==> src/hdl/plmh_pkg.sv <==
// shared constants, types and helpers for the per-label match histogram
// no dependencies; imported by plmh_ctrl, plmh_dpath and per_label_match_histogram
package plmh_pkg;

    localparam int unsigned MAX_LABELS = 256;
    localparam int unsigned COUNT_BITS = 32;
    localparam int unsigned MAX_IGNORE = 4;

    localparam int unsigned LABEL_BITS = $clog2(MAX_LABELS);
    localparam int unsigned FIELD_BITS = 8;
    localparam int unsigned OUT_BITS   = 32;
    localparam int unsigned KIND_BITS  = 2;
    localparam int unsigned NUML_BITS  = 9;
    localparam int unsigned IGNC_BITS  = 3;
    localparam int unsigned CFG_IDX_BITS  = 3;
    localparam int unsigned CFG_DATA_BITS = 9;

    typedef logic [COUNT_BITS-1:0] count_t;
    typedef logic [LABEL_BITS-1:0] index_t;
    typedef logic [FIELD_BITS-1:0] label_t;

    // request kinds
    localparam logic [KIND_BITS-1:0] KIND_PIXEL = 2'd0;
    localparam logic [KIND_BITS-1:0] KIND_READ  = 2'd1;
    localparam logic [KIND_BITS-1:0] KIND_CLEAR = 2'd2;

    // configuration register indexes
    localparam logic [CFG_IDX_BITS-1:0] CFG_LABEL_RANGE  = 3'd0;
    localparam logic [CFG_IDX_BITS-1:0] CFG_IGNORE_COUNT = 3'd1;
    localparam logic [CFG_IDX_BITS-1:0] CFG_IGNORE_BASE  = 3'd2;

    localparam logic [NUML_BITS-1:0]  LABEL_RANGE_RESET = 9'd256;
    localparam label_t                IGNORE_A_RESET    = 8'd255;

    // controller to datapath commands
    typedef struct packed {
        logic capture_pixel;  // latch a pixel request and read its counters
        logic capture_read;   // latch a read request and read its counters
        logic write;          // write back the bumped counters
        logic load_out;       // load the result register
        logic clear;          // zero one counter entry and step the clear address
    } plmh_cmd_t;

    function automatic count_t sat_inc(input count_t c);
        count_t r;
        r = (c == '1) ? c : c + count_t'(1);
        return r;
    endfunction

endpackage

==> src/hdl/plmh_ctrl.sv <==
// controller state machine for the per-label match histogram
// depends on plmh_pkg; drives plmh_dpath through plmh_cmd_t
module plmh_ctrl (
    input  logic                             clk,
    input  logic                             rst_n,
    input  logic                             in_valid,
    input  logic [plmh_pkg::KIND_BITS-1:0]   kind,
    input  logic                             out_stall,
    input  logic                             clear_done,
    output logic                             in_stall,
    output logic                             out_valid,
    output plmh_pkg::plmh_cmd_t              cmd
);
    import plmh_pkg::*;

    typedef enum logic [3:0] {
        ST_IDLE   = 4'b0001,
        ST_UPDATE = 4'b0010,
        ST_REPLY  = 4'b0100,
        ST_CLEAR  = 4'b1000
    } state_t;

    state_t state_reg, state_next;
    logic   out_valid_reg, out_valid_next;
    logic   accept;

    assign in_stall  = (state_reg != ST_IDLE);
    assign out_valid = out_valid_reg;
    assign accept    = in_valid && !in_stall;

    always_comb
    begin
        state_next     = state_reg;
        out_valid_next = out_valid_reg && out_stall;
        cmd            = '0;
        case (state_reg)
            ST_IDLE:
            begin
                if (accept)
                begin
                    case (kind)
                        KIND_PIXEL:
                        begin
                            cmd.capture_pixel = 1'b1;
                            state_next        = ST_UPDATE;
                        end
                        KIND_READ:
                        begin
                            cmd.capture_read = 1'b1;
                            state_next       = ST_REPLY;
                        end
                        KIND_CLEAR:
                        begin
                            state_next = ST_CLEAR;
                        end
                        default:
                        begin
                        end
                    endcase
                end
            end
            ST_UPDATE:
            begin
                cmd.write  = 1'b1;
                state_next = ST_IDLE;
            end
            ST_REPLY:
            begin
                // wait until the result register is free
                if (!out_valid_reg || !out_stall)
                begin
                    cmd.load_out   = 1'b1;
                    out_valid_next = 1'b1;
                    state_next     = ST_IDLE;
                end
            end
            ST_CLEAR:
            begin
                // one entry of every counter memory per cycle
                cmd.clear = 1'b1;
                if (clear_done)
                    state_next = ST_IDLE;
            end
            default:
            begin
                state_next = ST_IDLE;
            end
        endcase
    end

    always_ff @(posedge clk or negedge rst_n)
    begin
        if (!rst_n)
        begin
            state_reg     <= ST_CLEAR;
            out_valid_reg <= 1'b0;
        end
        else
        begin
            state_reg     <= state_next;
            out_valid_reg <= out_valid_next;
        end
    end

endmodule

==> config.mk <==
export PLATFORM = sky130hd
export DESIGN_NAME = plmh_ctrl
export DESIGN_NICKNAME = d
export VERILOG_FILES = /design/src/hdl/plmh_pkg.sv /design/src/hdl/plmh_ctrl.sv
export SDC_FILE = /design/constraint.sdc
export NUM_CORES = 1
export LEC_CHECK = 0
export BUFFER_PORTS_ARGS = -buffer_cell sky130_fd_sc_hd__buf_2
export CORE_AREA = 2 2 39 41
export DETAILED_ROUTE_END_ITERATION = 16
export DIE_AREA = 0 0 41 43
export PLACE_DENSITY_LB_ADDON = 0.12
export SYNTH_ARGS = -nofsm -noshare
export SYNTH_HDL_FRONTEND = slang
export SYNTH_SLANG_ARGS = --single-unit
==> constraint.sdc <==
create_clock -name clk -period 1.7 [get_ports clk]
set_input_delay 0.34 -clock clk [delete_from_list [all_inputs] [get_ports clk]]
set_output_delay 0.34 -clock clk [all_outputs]
set_load 0.02 [all_outputs]
==> After elaboration in Yosys (flattened, before gate mapping) <==
Cells that the tools add are included.
Widths: inputs -> output; s select.
{ "totals": {"in_bits": 7, "reg_bits": 5, "word_cells": 36} }
{ "op_classes": {"n_mux": 15, "n_eq_ne": 11, "reduce_logical": 8} }
{ "ops": {"columns": ["operator", "count"], "rows": [
  ["$pmux 4 s3", 2],
  ["$mux 4", 3],
  ["$mux 1", 8],
  ["$ne 4x1->1 const B", 2],
  ["$ne 2x2->1 const B", 3],
  ["$eq 4x1->1 const B", 1],
  ["$eq 4x2->1 const B", 1],
  ["$eq 4x3->1 const B", 1],
  ["$eq 4x4->1 const B", 1],
  ["$mux 2", 2],
  ["$reduce_and 4->1", 1],
  ["$logic_not 1->1", 3],
  ["$eq 2x1->1 const B", 1],
  ["$eq 2x2->1 const B", 1],
  ["$logic_and 1x1->1", 2],
  ["$logic_not 2->1", 1],
  ["$logic_or 1x1->1", 1]
]} }

==> Depth between registers and ports, before layout <==
Gate-level depths: netlist of the first run.
{ "depth": {"depth_word": 5, "depth_mapped": 5} }

==> Worst setup path before layout of the first run <==
No wires, ideal clock.
{ "synth_path": {"path_kind": "register to register", "startpoint": "register state_reg[3]", "endpoint": "register state_reg[0]", "synth_period_minus_slack_ns": 1.748, "path_slack_ns": -0.048, "setup_ns": 0.125, "arrival_ns": 1.623, "path_stages_with_launch": 4, "path_buffers": 0, "path_cell_list": "dfstp_2 > nor4b_1 > nor2b_1 > nor3_1"} }
{ "synth_via": {"elab_chain_cells": 5, "word_cells_on_any_way": 12, "cone_classes": "eq/ne: 8; mux: 1; reduce/logical: 3"} }
{ "synth_rtl": {"columns": ["item", "line_no", "rtl"], "rows": [
  ["start: declaration", "plmh_ctrl.sv:23", "state_t state_reg, state_next;"],
  ["start signal: assignment", "plmh_ctrl.sv:100", "state_reg <= state_next;"],
  ["$ne 4x1->1", "plmh_ctrl.sv:27", "assign in_stall = (state_reg != ST_IDLE);"],
  ["$logic_not 1->1", "plmh_ctrl.sv:29", "assign accept = in_valid && !in_stall;"],
  ["$logic_and 1x1->1", "plmh_ctrl.sv:29", null],
  ["$ne 2x2->1 (no source line)", null, null],
  ["$reduce_and 4->1 (no source line)", null, null]
]} }
Parallel ways exist; a longest one is shown, timed or not.
A chain may end at the register's enable or synchronous reset.

==> out/metrics.cfg, run 1 <==
[outcome]
status = complete, but fails checks
violations = setup timing

[yosys]
synth_fp_nets = 38
synth_area_um2 = 300
yosysUniqueCellTypes = 18
syn_inst = 28
yosysWarnings = 0
yosysSeqAreaShare_pct = 42.1
avgSynthCellArea_um2 = 10.7
synth-seq-cells = 5

[pwr]
power_density_mw_per_mm2 = 724
leakage_nw = 0.284
ir_drop_mv = 0.241
clock_power_share_pct = 37.6
switching_share_pct = 27.3
p_seq_share_pct = 36.7
p_switching_w = 0.000100
p_int_w = 0.000268
p_comb_share_pct = 25.7

[floorplanning]
ioPinCount = 14
die_y_um = 43
row_count = 14
coreArea_mm2 = 0.00138
start_util_pct = 21.7
dieArea_mm2 = 0.00176
die_w_um = 41

[clock_network]
numCtsBuffers = 3
cts_sinks = 5
clk_latency_ps = 240
cts_tree = done
clk_path_buf_depth = 2
htreeDepth = 1
root_buffer = clkbuf_4
cts.clk_slew.worst_paths_ps = 40

[drt]
routedWlPerCell_um = 11.7
ant_nets = 0
vias = 300
drt_first_pass_iters = 2
drt_wl_total_um = 797
via_per_inst = 4.41
drt_iter0_drc = 1
drc = 0

[sta]
max_freq_mhz = 564
layout_setup_ws_ps = -73.5
whs_ps = 380
rsz0062_at_grt = true
setup_viol = 4
finalClockSkew_ps = 0.0896
fin_crit_ps = 1770
hold_viol = 0
period_share_pct = 104
relSlewSlack_pct = 81.9
drv_slew = 0
worstMarginPinSlew_ps = 270

[worst_setup_path]
crit_arrival_ps = 1430
worstPathRequired_ps = 1360
crit_type = reg -> out
cpMaxStageDelayCell = or4b_4
critical_path.max_fanout = 3
crit_chain = or4b_4 -> a21oi_2 -> buf_4
cpPeakStageDelay_ps = 550
critPathCaptureType = output port
worst_setup_path_start_kind = flop

[grt]
grtUsageTotal_pct = 11.8
overflow = 0
grt_pass1_vias = 331
grt_antenna_before_repair = 0
grt_pass1_wl_mm = 1.28
grt_max_degree = 6

[job]
max_cap_viol_count = 0

[final_layout]
drive_gt1_share_pct = 59.6
diodes = 0
multi_input_area_um2 = 186
fin_nets = 63
fillers = 161
finalNonFillerCells = 68
register_area_um2 = 128
largest_reg_flops = 4
area_delta_synth_final_pct = 69.2

[placement]
place_congestion = 0.661
io_buffer_count = 13
post-dp-hpwl_um = 589
dp_cells = 57

[worst_hold_path]
hp-class = in -> reg

==> cells in the final DEF (no fill, tap or decap), drive strengths merged <==
cell and count:
nand2 2, dfrtp 4, nor4b 3, and3 2
nor2 2, nor3 1, clkbuf 4, inv 3
a21oi 1, o21ai 1, or4b 1, dfstp 1
buf 19, a21o 2, ha 3, and2b 1
nor2b 1, dlygate4sd3 1
==> layout make-up <==
class	count	share of cell area, %
multi-input cells	20	36.7
repair buffers	20	26.8
flip-flops and latches	5	25.1
clock buffers	4	5.17
well taps	16	3.94
inverters	3	2.22
==> power by group through the flow <==
stage	combinational, W	sequential (W)	clock [W]
floorplan	0.0000375	0.000135	0
global placement	0.0000612	0.000136	0
detailed placement	0.0000630	0.000137	0
CTS	0.0000820	0.000136	0.000141
global route	0.000103	0.000136	0.000149
finish	0.0000944	0.000135	0.000139
==> critical path, delay by kind of cell (launching register included) <==
family / cells / cell delay, ps
buffers and inverters: 1 / 150
AND/OR/NAND/NOR: 1 / 550
flip-flops: 1 / 390
AO/OA/AOI/OAI: 1 / 110
==> final timing paths <==
check                             startpoint            to  slack, ps  depth (start not counted)
max in group asynchronous              rst_n  state_reg[3]       1050                          2
worst min-delay path              clear_done  state_reg[3]        380                          3
min in group asynchronous              rst_n  state_reg[2]        440                          2
worst max-delay path            state_reg[1]        cmd[1]        -70                          3
worst min register to register     out_valid     out_valid        610                          2
worst max register to register  state_reg[1]  state_reg[2]        290                          6
==> what timing repair did <==
action,in CTS,in global routing
pin swaps,1,2
gates cloned,0,0
buffers inserted,3,3
endpoints found under the hold margin,4,0
gates resized for setup,7,3
setup endpoints to repair,3,5
hold buffers,1,0
==> synth_stat cells (all sizes together) <==
cell type	n	share of area, %
dfrtp	4	33
ha	3	13
inv	3	3.7
nor4b	3	11
a21o	2	5.0
and3	2	4.2
nand2	2	2.5
nor2	2	5.0
a21oi	1	1.7
and2b	1	2.5
dfstp	1	8.8
nor2b	1	2.1
nor3	1	1.7
o21ai	1	1.7
or4b	1	4.6
==> layer usage <==
metal	up-vias	wire length, um	track usage (%)
met1	142	287	10.1
met2	11	446	18.4
met3	2	43	3.14
met5	-	0	0
li1	145	-	-
met4	0	19	14.0
==> metrics by stage <==
stage,cell area [um2],power [W],TNS [ps],setup slack [ps],utilization [%]
2_1_floorplan,307,0.000173,0,42.3,-
3_3_place_gp,392,0.000197,0,96.9,28.3
3_5_place_dp,392,0.000200,0,84.4,28.3
4_1_cts,479,0.000359,-111,-94.8,34.6
5_1_grt,508,0.000388,-383,-132,36.7
6_report,508,0.000368,-143,-73.5,36.7
==> logic make-up (layout without fill, tap and decap cells) <==
kind of cell | after synthesis | after routing | synth area share [%]
DFF | 5 | 5 | 42.1
and+or+nand+nor | 13 | 13 | 33.3
adders and majority gates | 3 | 3 | 12.5
buffers and inverters | 3 | 27 | 3.75
AOI/OAI and AO/OA | 4 | 4 | 8.33
No activity file was read; power rests on OpenSTA's default activity.
==> inputs of run 2 (changes only) <==
--- a/config.mk
+++ b/config.mk
@@ -9,6 +9,7 @@
 export CORE_AREA = 2 2 39 41
 export DETAILED_ROUTE_END_ITERATION = 16
 export DIE_AREA = 0 0 41 43
+export MAX_ROUTING_LAYER = met4
 export PLACE_DENSITY_LB_ADDON = 0.12
 export SYNTH_ARGS = -nofsm -noshare
 export SYNTH_HDL_FRONTEND = slang
==> run 2 against run 1 <==
- the run still ends with setup timing left
- wire length is 0.38% lower
- via count is 0.33% higher
- final cell count stayed put
- utilization stayed put
- register-to-register slack hardly changed
- setup slack worse by 1.7 ps
- largest cell class unchanged
==> out/metrics.cfg, run 2 (synthesis results as in run 1) <==
[final_layout]
drive_gt1_share_pct = 59.6  ; unchanged
multi_input_area_um2 = 186  ; unchanged
largest_reg_flops = 4  ; unchanged
register_area_um2 = 128  ; unchanged
final_cell_mix = buf_4 (10), buf_2 (8), ha_1 (3), clkbuf_4 (3), dfrtp_1 (3)  ; unchanged
mostFrequentLayoutCell = buf_4  ; unchanged
fin_nets = 63  ; unchanged
fin_util_pct = 36.7  ; unchanged
area_delta_synth_final_pct = 69.2  ; unchanged
fillers = 161  ; unchanged
diodes = 0  ; unchanged

[outcome]
status = complete, but fails checks  ; unchanged
violations = setup timing  ; unchanged

[placement]
dp_slack_ps = 84.4  ; unchanged
io_buffer_count = 13  ; unchanged
place_congestion = 0.667  ; was 0.661
post-dp-hpwl_um = 589  ; unchanged

[floorplanning]
start_util_pct = 21.7  ; unchanged
dieArea_mm2 = 0.00176  ; unchanged
die_y_um = 43  ; unchanged
row_count = 14  ; unchanged
die_w_um = 41  ; unchanged
ioPinCount = 14  ; unchanged
coreArea_mm2 = 0.00138  ; unchanged

[grt]
grt_max_degree = 6  ; unchanged
grt_pass1_vias = 331  ; unchanged
grtUsageTotal_pct = 12.1  ; was 11.8%
grt_antenna_before_repair = 0  ; unchanged
grt_pass1_wl_mm = 1.28  ; unchanged
overflow = 0  ; unchanged

[pwr]
ir_drop_mv = 0.243  ; was 0.241 mV
power_density_mw_per_mm2 = 725  ; was 724 mW/mm2
leakage_nw = 0.284  ; unchanged

[drt]
drt_iter0_drc = 1  ; unchanged
dr_wl_met2_um = 447  ; was 446 um
drt_first_pass_iters = 3  ; was 2
drc = 0  ; unchanged
ant_nets = 0  ; unchanged
met3_length_um = 44  ; was 43 um
drt_wl_total_um = 794  ; was 797 um
route.top_layer_used = met4  ; unchanged
routedWlPerCell_um = 11.7  ; about the same
via_per_inst = 4.43  ; was 4.41
vias = 301  ; was 300
drt-met1-wl_um = 283  ; was 287 um

[job]
max_cap_viol_count = 0  ; unchanged

[sta]
whs_ps = 379  ; was 380 ps
setup_viol = 4  ; unchanged
drv_slew = 0  ; unchanged
fin_crit_ps = 1780  ; was 1770 ps
finalClockSkew_ps = 0.521  ; was 0.0896 ps
layout_setup_ws_ps = -75.2  ; was -73.5 ps
relSlewSlack_pct = 82.1  ; was 81.9%
rsz0062_at_grt = true  ; unchanged
hold_viol = 0  ; unchanged
worstMarginPinSlew_ps = 267  ; was 270 ps
tns_ps = -144  ; was -143 ps
max_freq_mhz = 563  ; was 564 MHz
period_share_pct = 104  ; about the same

[clock_network]
root_buffer = clkbuf_4  ; unchanged
clk_path_buf_depth = 2  ; unchanged
htreeDepth = 1  ; unchanged
cts_tree = done  ; unchanged
cts_sinks = 5  ; unchanged
numCtsBuffers = 3  ; unchanged
cts.clk_slew.worst_paths_ps = 40  ; about the same
clk_latency_ps = 240  ; about the same

[worst_setup_path]
crit_arrival_ps = 1440  ; was 1430 ps
crit_type = reg -> out  ; unchanged
critical_path.max_fanout = 3  ; unchanged
worstPathRequired_ps = 1360  ; about the same
critPathCaptureType = output port  ; unchanged
worst_setup_path_start_kind = flop  ; unchanged

[worst_hold_path]
hp-class = in -> reg  ; unchanged

==> run 2: per-stage QoR <==
step / std cells / total power, W / cell area [um2]
5_1_grt: 68 / 0.000388 / 508
6_report: 68 / 0.000368 / 508
3_3_place_gp: 57 / 0.000197 / 392
4_1_cts: 65 / 0.000359 / 479
2_1_floorplan: 28 / 0.000173 / 307
3_5_place_dp: 57 / 0.000200 / 392
==> run 2: area by class of cell <==
cell class              count  share of cell area, %
repair buffers             20                   26.8
well taps                  16                   3.94
clock buffers               4                   5.17
multi-input cells          20                   36.7
inverters                   3                   2.22
flip-flops and latches      5                   25.1
==> run 2: final timing paths <==
kind	endpoint	start	cells after the start	slack (ps)
setup / recovery	cmd[1]	state_reg[1]	3	-80
hold / removal	state_reg[3]	clear_done	3	380
setup reg to reg	state_reg[2]	state_reg[1]	6	300
min in group asynchronous	state_reg[2]	rst_n	2	440
hold reg to reg	out_valid	out_valid	2	610
max in group asynchronous	state_reg[3]	rst_n	2	1050
==> run 2: report_power, final <==
group | internal [W] | total (W) | switching (W)
sequential | 0.000127 | 0.000135 | 0.00000792
clock | 0.0000888 | 0.000139 | 0.0000503
combinational | 0.0000516 | 0.0000942 | 0.0000426
total | 0.000268 | 0.000368 | 0.000101
==> run 2: what timing repair did <==
item	in CTS	in global routing
buffers inserted	3	3
pin swaps	1	2
gates resized for setup	7	3
endpoints found under the setup margin	3	5
endpoints found under the hold margin	4	0
hold buffers	1	0
==> run 2: per-layer routing <==
metal	global-route usage, %	up-vias
li1	-	145
met1	10.1	143
met2	18.4	11
met3	3.14	2
met4	14.0	0
met5	-	-
==> run 2: critical path, stage by stage, from the launching register on <==
cell and delay, ps:
dfrtp_1 390, or4b_4 550, a21oi_2 110, buf_4 150
==> inputs of run 3 (changes only) <==
--- a/config.mk
+++ b/config.mk
@@ -11,6 +11,8 @@
 export DIE_AREA = 0 0 41 43
 export MAX_ROUTING_LAYER = met4
 export PLACE_DENSITY_LB_ADDON = 0.12
+export SKIP_CTS_REPAIR_TIMING = 1
+export SKIP_LAST_GASP = 1
 export SYNTH_ARGS = -nofsm -noshare
 export SYNTH_HDL_FRONTEND = slang
 export SYNTH_SLANG_ARGS = --single-unit
==> run 3 against run 2 <==
- the run still ends with setup timing left
- design area is 9.1% lower
- register-to-register slack improved by 20 ps
- clock skew up 3.1 ps
- hold slack is essentially flat
- first-iteration DRC count shrank 100%
- via count shrank 8.0%
- wire length shrank 9.2%
- die area unchanged
- critical path type unchanged
- highest routed layer unchanged
==> out/metrics.cfg, run 3 (synthesis results as in run 1) <==
[clock_network]
clk_path_buf_depth = 2  ; unchanged
numCtsBuffers = 3  ; unchanged
htreeDepth = 1  ; unchanged
cts_sinks = 5  ; unchanged
cts.clk_slew.worst_paths_ps = 40  ; about the same
root_buffer = clkbuf_4  ; unchanged
cts_tree = done  ; unchanged
clk_latency_ps = 240  ; about the same

[floorplanning]
die_y_um = 43  ; unchanged
dieArea_mm2 = 0.00176  ; unchanged
die_w_um = 41  ; unchanged
coreArea_mm2 = 0.00138  ; unchanged
start_util_pct = 21.7  ; unchanged
row_count = 14  ; unchanged
ioPinCount = 14  ; unchanged

[worst_setup_path]
critical_path.max_fanout = 4  ; was 3
worstPathRequired_ps = 1360  ; about the same
cpPeakStageDelay_ps = 540  ; was 550 ps
crit_chain = or4b_4 -> a21oi_2 -> buf_4  ; unchanged
cpMaxStageDelayCell = or4b_4  ; unchanged
r2r_cells = 4  ; was 6
critPathCaptureType = output port  ; unchanged
worst_setup_path_start_kind = flop  ; unchanged
crit_type = reg -> out  ; unchanged
crit_arrival_ps = 1470  ; was 1440 ps

[grt]
grt_max_degree = 6  ; unchanged
met1_usage_pct = 9.15  ; was 10.1%
top_usage_layer = met2  ; unchanged
use_met2_pct = 15.9  ; was 18.4%
overflow = 0  ; unchanged
grt_antenna_before_repair = 0  ; unchanged
grt_pass1_wl_mm = 1.15  ; was 1.28 mm
grtUsageTotal_pct = 11.0  ; was 12.1%
grt_pass1_vias = 287  ; was 331
use_met3_pct = 3.14  ; unchanged

[final_layout]
diodes = 0  ; unchanged
register_area_um2 = 128  ; unchanged
fin_nets = 59  ; was 63
mostFrequentLayoutCell = buf_2  ; was buf_4
drive_gt1_share_pct = 54.2  ; was 59.6%
fin_util_pct = 33.4  ; was 36.7%
largest_reg_flops = 4  ; unchanged
area_delta_synth_final_pct = 53.8  ; was 69.2%
multi_input_area_um2 = 181  ; was 186 um2
final_cell_mix = buf_2 (11), buf_4 (4), ha_1 (3), clkbuf_4 (3), dfrtp_1 (3)  ; was buf_4 (10), buf_2 (8), ha_1 (3), clkbuf_4 (3), dfrtp_1 (3)
fillers = 160  ; was 161

[outcome]
status = complete, but fails checks  ; unchanged
violations = setup timing  ; unchanged

[placement]
place_congestion = 0.667  ; unchanged
post-dp-hpwl_um = 589  ; unchanged
io_buffer_count = 13  ; unchanged

[worst_hold_path]
hp-class = in -> reg  ; unchanged
worstHoldPathCells = 3  ; unchanged

[sta]
fin_crit_ps = 1810  ; was 1780 ps
worstMarginPinSlew_ps = 278  ; was 267 ps
drv_slew = 0  ; unchanged
setup_viol = 3  ; was 4
period_share_pct = 106  ; was 104%
max_freq_mhz = 553  ; was 563 MHz
rsz0062_at_grt = true  ; unchanged
whs_ps = 379  ; about the same
hold_viol = 0  ; unchanged
finalClockSkew_ps = 3.65  ; was 0.521 ps
relSlewSlack_pct = 81.4  ; was 82.1%
layout_setup_ws_ps = -110  ; was -75.2 ps

[drt]
drc = 0  ; unchanged
routedWlPerCell_um = 11.3  ; was 11.7 um
drt_first_pass_iters = 1  ; was 3
via_per_inst = 4.33  ; was 4.43
drt_wl_total_um = 721  ; was 794 um
vias = 277  ; was 301
drt_iter0_drc = 0  ; was 1
ant_nets = 0  ; unchanged

[pwr]
leakage_nw = 0.264  ; was 0.284 nW
power_density_mw_per_mm2 = 746  ; was 725 mW/mm2
ir_drop_mv = 0.237  ; was 0.243 mV
total_power_w = 0.000344  ; was 0.000368 W

[job]
max_cap_viol_count = 0  ; unchanged

==> run 3: path summary, 6_finish.rpt <==
check	start	endpoint	slack (ps)
min	clear_done	state_reg[3]	380
max	state_reg[1]	cmd[1]	-110
min reg2reg	out_valid	out_valid	600
max in group asynchronous	rst_n	state_reg[3]	1050
max reg2reg	state_reg[1]	state_reg[0]	320
min in group asynchronous	rst_n	out_valid	440
==> run 3: final cells by class <==
class                   instances  area share [%]
multi-input cells              20            39.3
flip-flops and latches          5            27.6
repair buffers                 16            20.6
clock buffers                   4            5.69
well taps                      16            4.34
inverters                       3            2.44
==> run 3: routing by layer <==
layer	routed length [um]	part of all wire, %
met2	389	54
met1	263	36
met3	48	6.7
met4	19	2.6
met5	0	0
==> run 3: report_power, final <==
group / switching [W] / internal (W) / total, W
Clock: 0.0000465 / 0.0000886 / 0.000135
Combinational: 0.0000375 / 0.0000358 / 0.0000733
Sequential: 0.00000870 / 0.000127 / 0.000136
Total: 0.0000927 / 0.000252 / 0.000344
==> run 3: stage by stage <==
step                area (um2)  cells  TNS, ps  setup slack [ps]
floorplan                  307     28        0              42.3
global placement           392     57        0              96.9
detailed placement         392     57        0              84.4
CTS                        418     61     -443              -177
global route               462     64     -337              -168
finish                     462     64     -148              -110
==> run 3: critical path: cells and delay by family, from the launching register on <==
kind            cells  cell delay [ps]
compound gates      1              120
buf+inv             1              140
simple gates        1              540
flops               1              430
